$ cat src/rtl/tlpt_pkg.sv
// ----------------------------------------------------------------------------
// tlpt_pkg
// Shared types and constants of the two-level page table engine.
// ----------------------------------------------------------------------------
package tlpt_pkg;

	localparam int TABLE_SLOTS = 16;
	localparam int IDX_W       = 10;
	localparam int DIR_ENTRIES = 1 << IDX_W;
	localparam int SLOT_W      = (TABLE_SLOTS > 1) ? $clog2(TABLE_SLOTS) : 1;
	localparam int FREE_W      = $clog2(TABLE_SLOTS + 1);
	localparam int POOL_DEPTH  = (1 << SLOT_W) * DIR_ENTRIES;
	localparam int DIR_W       = 1 + 12 + SLOT_W;

	localparam logic [1:0] CMD_MAP       = 2'd0;
	localparam logic [1:0] CMD_UNMAP     = 2'd1;
	localparam logic [1:0] CMD_TRANSLATE = 2'd2;

	localparam logic [1:0] ST_DONE       = 2'd0;
	localparam logic [1:0] ST_NOT_MAPPED = 2'd1;
	localparam logic [1:0] ST_NO_TABLE   = 2'd2;

	localparam logic [11:0] BIT_PRESENT  = 12'h001;
	localparam logic [11:0] BIT_WRITABLE = 12'h002;

	typedef struct packed {
		logic              present;
		logic [11:0]       flags;
		logic [SLOT_W-1:0] slot;
	} dir_entry_t;

	typedef enum logic [1:0] {
		OP_REPORT,
		OP_WRITE,
		OP_CLEAR_WRITE,
		OP_READ
	} op_t;

	// One job for the pool side: data is the entry to write, or the page offset
	typedef struct packed {
		op_t               op;
		logic [SLOT_W-1:0] slot;
		logic [IDX_W-1:0]  idx;
		logic [31:0]       data;
		logic [1:0]        status;
	} qitem_t;

endpackage

$ cat src/rtl/tlpt_queue.sv
// ----------------------------------------------------------------------------
// tlpt_queue
// Two-entry queue of pool jobs between the front and back parts.
// ----------------------------------------------------------------------------
module tlpt_queue (
	input  logic             clk,
	input  logic             arst_n,
	input  logic             push,
	input  tlpt_pkg::qitem_t push_item,
	input  logic             pop,
	output tlpt_pkg::qitem_t head,
	output logic             full,
	output logic             empty
);
	import tlpt_pkg::*;

	qitem_t     mem_q [2];
	logic       wptr_q;
	logic       rptr_q;
	logic [1:0] count_q;

	assign full  = (count_q == 2'd2);
	assign empty = (count_q == 2'd0);
	assign head  = mem_q[rptr_q];

	always_ff @(posedge clk) begin
		if (push) begin
			mem_q[wptr_q] <= push_item;
		end
	end

	always_ff @(posedge clk or negedge arst_n) begin
		if (!arst_n) begin
			wptr_q  <= 1'b0;
			rptr_q  <= 1'b0;
			count_q <= 2'd0;
		end else begin
			if (push) begin
				wptr_q <= ~wptr_q;
			end
			if (pop) begin
				rptr_q <= ~rptr_q;
			end
			if (push && !pop) begin
				count_q <= count_q + 2'd1;
			end else if (pop && !push) begin
				count_q <= count_q - 2'd1;
			end
		end
	end
endmodule

$ cat config.mk
export PLATFORM = sky130hd
export DESIGN_NAME = tlpt_queue
export DESIGN_NICKNAME = d
export VERILOG_FILES = /design/src/rtl/tlpt_pkg.sv /design/src/rtl/tlpt_queue.sv
export SDC_FILE = /design/constraint.sdc
export NUM_CORES = 1
export LEC_CHECK = 0
export BUFFER_PORTS_ARGS = -buffer_cell sky130_fd_sc_hd__buf_2
export CORE_MARGIN = 5
export CORE_UTILIZATION = 32
export DETAILED_ROUTE_END_ITERATION = 16
export HOLD_SLACK_MARGIN = 0.1
export PLACE_DENSITY = 0.62
export REMOVE_ABC_BUFFERS = 1
export SLEW_MARGIN = 20
export SYNTH_ARGS = -nofsm -noshare
export SYNTH_HDL_FRONTEND = slang
export SYNTH_SLANG_ARGS = --single-unit
$ cat constraint.sdc
create_clock -name clk -period 8.5 [get_ports clk]
set_input_delay 1.7 -clock clk [delete_from_list [all_inputs] [get_ports clk]]
set_output_delay 1.7 -clock clk [all_outputs]
set_load 0.005 [all_outputs]
## Word-level counts from Yosys, hierarchy flattened

Memories as Yosys holds them, arrays and structs flattened.
Cells that the tools add are included.

| storage, ports and cells | value |
|---|---|
| flip-flop bits (word level) | 4 |
| RAM bits | 100 |
| input port bits | 54 |
| output and inout bits | 52 |
| memories | 1 |

Memories:

| memory | words | width | read ports | clocked after memory_dff | wr ports | line | text |
|---|---|---|---|---|---|---|---|
| mem_q | 2 | 50 | 1 | 0 | 1 | tlpt_queue.sv:17 | `qitem_t mem_q [2];` |

| cells by class | value |
|---|---|
| add/subtract/negate cells | 2 |
| eq/ne operators | 1 |
| mux-type cells | 4 |
| bitwise gates (word level) | 2 |
| reduce and logical (&&, ||, !) cells | 6 |

Operators by type and width:

| cell | number |
|---|---|
| 2-bit two-way mux | 2 |
| 2-bit by 1-bit adder with 2-bit output, second input constant | 1 |
| 2-bit == test, second input constant | 1 |
| 1-bit logical AND | 2 |
| 1-bit logical NOT | 2 |
| 2-bit logical NOT | 1 |
| 1-bit two-way mux | 2 |
| 1-bit NOT | 2 |
| 2-bit nonzero test | 1 |
| 2-bit by 1-bit subtractor with 2-bit output, second input constant | 1 |

## Longest topological paths before layout

Gate-level depths: netlist of the first run.

| logic depth | value |
|---|---|
| depth after elaboration | 4 |
| depth in mapped cells | 5 |
| gate-level depth less buffers | 5 |

## Least setup slack after synthesis of the first run

No wires, ideal clock.

| path | value |
|---|---|
| kind | in2reg |
| from | in push |
| to | mem mem_q[0][0] (netlist bit), enable pin |
| data arrival time | 3.916 ns |
| slack | 4.120 ns |
| cell stages on the path | 1 |
| path buffers | 0 |
| cell sequence | nor2b_1 |

| on the way | value |
|---|---|
| word-level cells in the longest chain between the ends | 2 |

RTL lines:

| element | line | text |
|---|---|---|
| start, declared | tlpt_queue.sv:8 | `input logic push,` |
| 1-bit two-way mux | tlpt_queue.sv:27 | `if (push) begin` |
| 1-bit two-way mux (not written as such) | tlpt_queue.sv:28 | `mem_q[wptr_q] <= push_item;` |
| end, declared | tlpt_queue.sv:17 |  |

No other way between the ends.

==> results of run 1 <==
[area by class of cell]
class                   instances  area, sq um  area share [%]
clock buffers                  10          229            4.61
inverters                       1         3.75          0.0755
clock inverters                 6         36.3           0.730
repair buffers                107          541            10.9
well taps                     172          215            4.33
multi-input cells              61          838            16.9
flip-flops and latches        104         3110            62.5
[flip-flops by register name, summed over array words and instances (netlist names)]
name and count:
mem_q 100, count_q 2, rptr_q 1, wptr_q 1
[stage by stage]
step | cells | util (%) | setup WS [ps]
2_1_floorplan | 166 | - | 4120
3_3_place_gp | 445 | 37.6 | 5150
3_5_place_dp | 445 | 37.6 | 5110
4_1_cts | 461 | 39.7 | 4790
5_1_grt | 461 | 39.7 | 4740
6_report | 461 | 39.7 | 4840
[kinds of logic after synthesis]
group	Yosys count	share of synthesized area [%]
xor gates and xnor gates	5	1.08
muxes	50	18.5
DFF	104	76.7
buffers and inverters	7	2.84
and+or+nand+nor	5	0.649
adders and majority gates	1	0.309
[cells in the final DEF, fill, tap and decap left out, drive strengths merged]
master,netlist,routed
and2,1,1
buf,6,107
clkbuf,0,10
clkinv,0,6
dfrtp,4,4
edfxtp,100,100
ha,1,1
inv,1,1
mux2,50,50
nor2,2,2
nor2b,2,2
xnor2,1,1
xor2,4,4
[power by group through the flow]
stage	Sequential [mW]	Clock, mW	Combinational (mW)
global route	0.792	0.403	0.441
CTS	0.781	0.384	0.423
detailed placement	0.793	0	0.422
floorplan	0.769	0	0.284
global placement	0.788	0	0.419
finish	0.777	0.369	0.409
[metal layers]
layer  global-route usage [%]  up-vias  wire (microns)
li1                         -      893               -
met1                     10.8      941            2680
met4                     4.62        0             139
met5                        0        -               0
met3                     3.55       10             507
met2                     15.2       64            3480
[worst min path at each step]
stage	to	slack (ps)	cells after the start	start
2_1_floorplan	wptr_q	460	1	wptr_q
3_3_place_gp	count_q[1]	470	1	count_q[1]
3_5_place_dp	count_q[1]	490	1	count_q[1]
4_1_cts	count_q[1]	500	1	count_q[1]
5_1_grt	count_q[1]	510	1	count_q[1]
6_report	count_q[1]	500	1	count_q[1]
==> out/results.tsv, run 1 <==
metric	value	unit
FMAX	273	MHz
Max-slew headroom	35.1	%
crit path from	rptr_q	
Critical Path Start Type	register	
P_int	1.14	mW
cell taking the most area after synthesis	edfxtp_1	
Cell Area, Synth	0.00405	sq mm
Main synth FF type	edfxtp_1	
clock share of power	23.7	%
status	finished, final reports clean	
Placed Area	0.00470	sq mm
Worst Path Arrival	1960	ps
core area	0.0125	sq mm
Crit-path slowest cell	dfrtp_4	
cell depth of the worst setup path	2	
final instance area	0.00497	sq mm
largest net degree at the start of global routing	52	
worst vdd rail ir drop	0.239	mV
Via Count	1908	
CTS Buffer Depth	2	
FF-to-FF Start	wptr_q	
delay-heaviest family, CP	flip-flops	
combinational power share	26.3	%
nets	339	
register share of total power	50.0	%
Buf/Inv on CP	1	
P_sw	412	uW
clock-pin slew on the worst setup and hold paths	60	ps
crit end category	output port	
DRC Markers	0	
Routed WL	6.81	mm
setup violators final	0	
hold_buf cts	0	
TNS Setup	0	ps
Total GRT Usage	9.33	%
crit-path cells	mux2_2, buf_2	
clk root buf	clkbuf_16	
# IOs	106	
Post-Syn Area per Cell	23.5	sq um
hpwl dp	4.53	mm
1st-iter DRT viols	107	
Lkg Pwr	2.00	nW
Initial Util	32.3	%
number of buffers added on ports	105	
switch share	26.5	%
Tightest Hold Check Type	register to register	
r2r worst-path depth	2	
initial antenna violation count	0	
CTS-repair resized insts	0	
Setup crit end	head[42]	
required time of the critical path	6800	ps
Synth top area share	74.2	%
Final Power	1.55	mW
most frequent cell after synthesis	edfxtp_1	
measured slew at the worst slew-check pin	974	ps
Worst Skew	5.23	ps
Post-synth EDFFs	100	
# Max-Cap Violations	0	
Max FO, Critical Path	51	
global route overflow	0	
n_diodes	0	
CTS tree	yes	
Post-DRT Antenna Nets	0	
post-DR wirelength/cell	14.8	microns
Pwr Density	313	mW/mm^2
layout cell share with drive strength beyond 1	60.2	%
largest cells by area after synthesis	edfxtp_1, mux2_4, buf_12	
Final min period	3660	ps
worst reg2reg setup slack	6610	ps
GP Congestion	0.630	
critical path type	register to output port	
row cnt	41	
Seq/Total Area, Yosys	76.7	%
Via density	4.14	
Post-CTS Setup Inserts	0	
Tcrit/Tclk final	43.1	%
final hold violations	0	
area growth from synthesis to layout	22.8	%
commonest cells in the netlist	edfxtp_1, mux2_4, buf_12	
Reg-to-Reg End	mem_q[0][10]	
die area	0.0150	sq mm
number of global-route vias before repair	2046	
Die Wd	122	microns
Final Max Tran Viols	0	
RSZ-0062 raised after global routing	false	
drt first pass iters	4	
clk_lat worst skew	330	ps
Gate Count Post-Synth	172	
H-tree Lvls	3	
slowest stage delay, CP	1070	ps
Die Ht	122	microns
Yosys cell types	13	
final hold slack	495	ps
FF+latch count, synth	104	
Synth Warn #	0	
Fillers	1158	
first-pass GRT wire length	10.4	mm
Sink Count	104	
Num CTS Buffers	9	
asr flop ratio synth	3.85	%
(Power assumes the default switching activity.)
==> inputs of run 2 (changes only) <==
clock period = 3.41 ns   (was 8.5 ns; I/O delays follow)
==> out/results.tsv, run 2 (same netlist as run 1, synthesis figures left out) <==
metric	value	unit	change
status	finished, final reports clean		
clk_lat worst skew	340	ps	about the same
Sink Count	104		unchanged
area occupied by multi-input gates	838	sq um	unchanged
Die Ht	122	microns	unchanged
Reg-to-Reg End	mem_q[1][0]		
final hold violations	0		unchanged
final hold slack	138	ps	-357 ps
Post-DRT Antenna Nets	0		unchanged
number of global-route vias before repair	2079		+1.6%
Max FO, Critical Path	51		unchanged
number of buffers added on ports	105		unchanged
Total GRT Usage	9.46	%	+0.13 points
hold_buf cts	0		unchanged
1st-iter DRT viols	81		-24%
area growth from synthesis to layout	23.1	%	
Worst Path Arrival	1950	ps	about the same
DRC Markers	0		unchanged
CTS-repair resized insts	0		unchanged
initial antenna violation count	0		unchanged
Initial Util	32.3	%	unchanged
# IOs	106		unchanged
measured slew at the worst slew-check pin	974	ps	+0.707 ps
setup violators final	0		unchanged
required time of the critical path	2730	ps	-4070 ps
layout cell share with drive strength beyond 1	59.3	%	-0.90 points
TNS Setup	0	ps	unchanged
RSZ-0062 raised after global routing	false		
Num CTS Buffers	9		unchanged
crit-path cells	mux2_2, buf_2		
Buf/Inv on CP	1		unchanged
post-DR wirelength/cell	15.0	microns	+1.5%
Final min period	2640	ps	
worst vdd rail ir drop	0.674	mV	+180%
Worst Skew	5.74	ps	+0.506 ps
core area	0.0125	sq mm	unchanged
Die Wd	122	microns	unchanged
row cnt	41		unchanged
global route overflow	0		unchanged
die area	0.0150	sq mm	unchanged
Post-CTS Setup Inserts	0		unchanged
worst reg2reg setup slack	1790	ps	-4820 ps
CTS Buffer Depth	2		unchanged
largest net degree at the start of global routing	52		unchanged
Via Count	1917		+0.47%
# Max-Cap Violations	0		unchanged
first-pass GRT wire length	10.6	mm	+1.1%
GP Congestion	0.617		-2.0%
nets	340		+0.29%
clock-pin slew on the worst setup and hold paths	60	ps	about the same
final instance area	0.00498	sq mm	+0.23%
CTS tree	yes		
Routed WL	6.93	mm	+1.7%
Final Max Tran Viols	0		unchanged
Critical Path Start Type	register		
hpwl dp	4.67	mm	+3.0%
Tightest Hold Check Type	primary input to async pin		
delay-heaviest family, CP	flip-flops		
dpl cells	446		+0.22%
slowest stage delay, CP	1070	ps	about the same
FF-to-FF Start	wptr_q		
Via density	4.15		+0.25%
Fillers	1185		+2.3%
Largest regs	mem_q (100), count_q (2)		
commonest cells after routing, fill and taps aside	buf_2, edfxtp_1, mux2_4		
final non-filler cell total	462		+0.22%
drt first pass iters	4		unchanged
n_diodes	0		unchanged
Crit-path slowest cell	dfrtp_4		
Storage cell area	0.00311	sq mm	unchanged
critical path type	register to output port		
crit end category	output port		
Biggest register	mem_q		
Tcrit/Tclk final	77.3	%	
Max-slew headroom	35.1	%	-0.047 points
r2r worst-path depth	2		unchanged
Pwr Density	776	mW/mm^2	+150%
FMAX	379	MHz	
Placed Area	0.00472	sq mm	+0.43%
commonest non-fill, non-tap cell in the layout	buf_2		
number of flip-flops in the largest register	100		unchanged
H-tree Lvls	3		unchanged
clk root buf	clkbuf_16		
Lkg Pwr	2.00	nW	-0.14%
run 2: changes by cell type in the layout (fill, tap and decap cells not counted):
cell / before / now
clkinv_2: 3 / 1
clkinvlp_4: 0 / 1
clkinv_4: 2 / 0
buf_12: 0 / 1
clkbuf_1: 1 / 2
clkinv_1: 1 / 3
run 2: report_power, final:
part	switching [mW]	internal (mW)	total, mW
Sequential	0.237	1.70	1.94
Combinational	0.366	0.668	1.03
Clock	0.408	0.486	0.894
Total	1.01	2.85	3.86
run 2: cell type report:
type                       instances  share of cell area [%]
multi-input combinational         61                    16.8
clock inverter                     5                   0.477
tap                              172                    4.32
sequential                       104                    62.4
clock buffer                      11                    4.67
inverter                           1                  0.0754
timing repair buffer             108                    11.3
run 2: how the worst max path moves through the flow:
stage,startpoint,endpoint,slack [ps],cells past startpoint
after floorplan,push,mem_q[0][0],50,1
after global placement,rptr_q,head[42],1080,2
after detailed placement,rptr_q,head[42],1080,2
after CTS,rptr_q,head[42],690,2
after global routing,rptr_q,head[42],650,2
final,rptr_q,head[42],770,2
run 2: through the flow:
step                power, mW  setup slack, ps  utilization [%]
floorplan                2.62             47.8                -
global placement         3.02             1080             37.7
detailed placement       3.04             1080             37.7
CTS                      3.96              689             39.8
global route             4.08              647             39.8
finish                   3.86              774             39.8
run 2: layer usage:
metal  vias up  routed length [microns]  global-route usage, %
li1        896                        -                      -
met1       951                     2790                   10.6
met2        58                     3560                   15.6
met3        12                      404                   3.00
met4         0                      177                   5.88
met5         -                        0                      0
==> inputs of run 3 (changes only) <==
PLACE_DENSITY = 0.64   (was 0.62)
clock period = 2.4 ns   (was 3.41 ns; I/O delays follow)
==> out/results.tsv, run 3 (same netlist as run 1, synthesis figures left out) <==
metric	value	unit	change
Worst Skew	3.73	ps	-2.00 ps
Initial Util	32.3	%	unchanged
commonest cells after routing, fill and taps aside	buf_2, edfxtp_1, mux2_4		
1st-iter DRT viols	74		-8.6%
measured slew at the worst slew-check pin	471	ps	-503 ps
Post-CTS Setup Inserts	0		unchanged
CTS tree	yes		
worst vdd rail ir drop	0.457	mV	-32%
hpwl dp	4.59	mm	-1.8%
CTS Buffer Depth	2		unchanged
FMAX	474	MHz	
WL met3	570	microns	+41%
Tcrit/Tclk final	87.9	%	
number of global-route vias before repair	2113		+1.6%
Biggest register	mem_q		
setup violators final	0		unchanged
hold_buf cts	1		+1
commonest non-fill, non-tap cell in the layout	buf_2		
Final WS setup	290	ps	-484 ps
number of buffers added on ports	105		unchanged
fin util	40.6	%	+0.84 points
clk_lat worst skew	350	ps	about the same
required time of the critical path	1920	ps	-810 ps
r2r worst-path depth	2		unchanged
Max Used Layer	met4		
met2 wire len	3.54	mm	-0.45%
status	finished, final reports clean		
final hold violations	0		unchanged
Routed WL	6.95	mm	+0.27%
area growth from synthesis to layout	25.7	%	
Via Count	1906		-0.57%
pre-CTS setup slack	640	ps	-437 ps
Largest regs	mem_q (100), count_q (2)		
GP Congestion	0.622		+0.78%
HP Start	push_item[24]		
CTS-repair resized insts	0		unchanged
clock-pin slew on the worst setup and hold paths	60	ps	about the same
largest net degree at the start of global routing	52		unchanged
Total GRT Usage	9.89	%	+0.43 points
number of flip-flops in the largest register	100		unchanged
drt first pass iters	3		-1
H-tree Lvls	3		unchanged
initial antenna violation count	0		unchanged
Critical Path Start Type	register		
layout cell share with drive strength beyond 1	60.4	%	+1.1 points
clk root buf	clkbuf_16		
worst reg2reg setup slack	1050	ps	-740 ps
global route overflow	0		unchanged
row cnt	41		unchanged
met1 wire length	2.68	mm	-4.1%
Fillers	1162		-1.9%
Pwr Density	1150	mW/mm^2	+49%
RSZ-0062 raised after global routing	false		
Reg-to-Reg End	mem_q[1][27]		
crit path from	rptr_q		
Setup crit end	head[19]		
nets	343		+0.88%
Die Wd	122	microns	unchanged
post-DR wirelength/cell	14.9	microns	-0.37%
crit end category	output port		
Storage cell area	0.00311	sq mm	unchanged
Num CTS Buffers	9		unchanged
n_diodes	0		unchanged
first-pass GRT wire length	10.7	mm	+1.5%
Post-DRT Antenna Nets	0		unchanged
Worst Path Arrival	1630	ps	-320 ps
area occupied by multi-input gates	838	sq um	unchanged
# IOs	106		unchanged
Lkg Pwr	2.05	nW	+2.9%
Die Ht	122	microns	unchanged
Sink Count	104		unchanged
Max FO, Critical Path	51		unchanged
DRC Markers	0		unchanged
Via density	4.10		-1.2%
FF-to-FF Start	wptr_q		
# Max-Cap Violations	0		unchanged
Max-slew headroom	68.6	%	+34 points
core area	0.0125	sq mm	unchanged
Final Max Tran Viols	0		unchanged
critical path type	register to output port		
Tightest Hold Check Type	primary input to register		
Final min period	2110	ps	
die area	0.0150	sq mm	unchanged
-- run 3: routing by layer --
| metal | track usage [%] | vias to the layer above |
|---|---|---|
| met5 | 0 | - |
| met4 | 5.46 | 0 |
| met3 | 4.56 | 11 |
| met2 | 16.0 | 60 |
| met1 | 10.7 | 930 |
| li1 | - | 905 |
-- run 3: where the power goes --
group / switching [mW] / internal (mW) / total, mW
Clock: 0.617 / 1.02 / 1.63
Combinational: 0.761 / 0.955 / 1.72
Sequential: 0.102 / 2.42 / 2.52
-- run 3: worst min path at each step --
stage	end	slack [ps]	cells past startpoint
2_1_floorplan	count_q[0]	180	0
3_3_place_gp	count_q[1]	290	1
3_5_place_dp	count_q[1]	290	1
4_1_cts	mem_q[0][39]	300	1
5_1_grt	mem_q[1][0]	290	1
6_report	mem_q[1][24]	320	1
-- run 3: critical path, stage by stage (launching register included) --
cell	delay [ps]
dfrtp_4	410
buf_12	320
mux2_4	340
buf_2	130
-- run 3: layout make-up --
| cell class | count | share of cell area, % |
|---|---|---|
| Clock buffer | 10 | 4.50 |
| Clock inverter | 6 | 2.12 |
| Inverter | 1 | 0.0738 |
| Multi-Input combinational cell | 61 | 16.5 |
| Sequential cell | 104 | 61.1 |
| Tap cell | 172 | 4.23 |
| Timing Repair Buffer | 111 | 11.5 |
-- run 3: stage by stage --
stage	cells	power (mW)	hold slack (ps)	cell area [sq um]	setup TNS, ps
4_1_cts	465	6.00	298	5090	0
6_report	465	5.87	319	5090	0
3_5_place_dp	448	4.35	291	4740	0
2_1_floorplan	166	3.73	184	3940	-57110
3_3_place_gp	448	4.31	288	4740	0
5_1_grt	465	6.19	294	5090	0
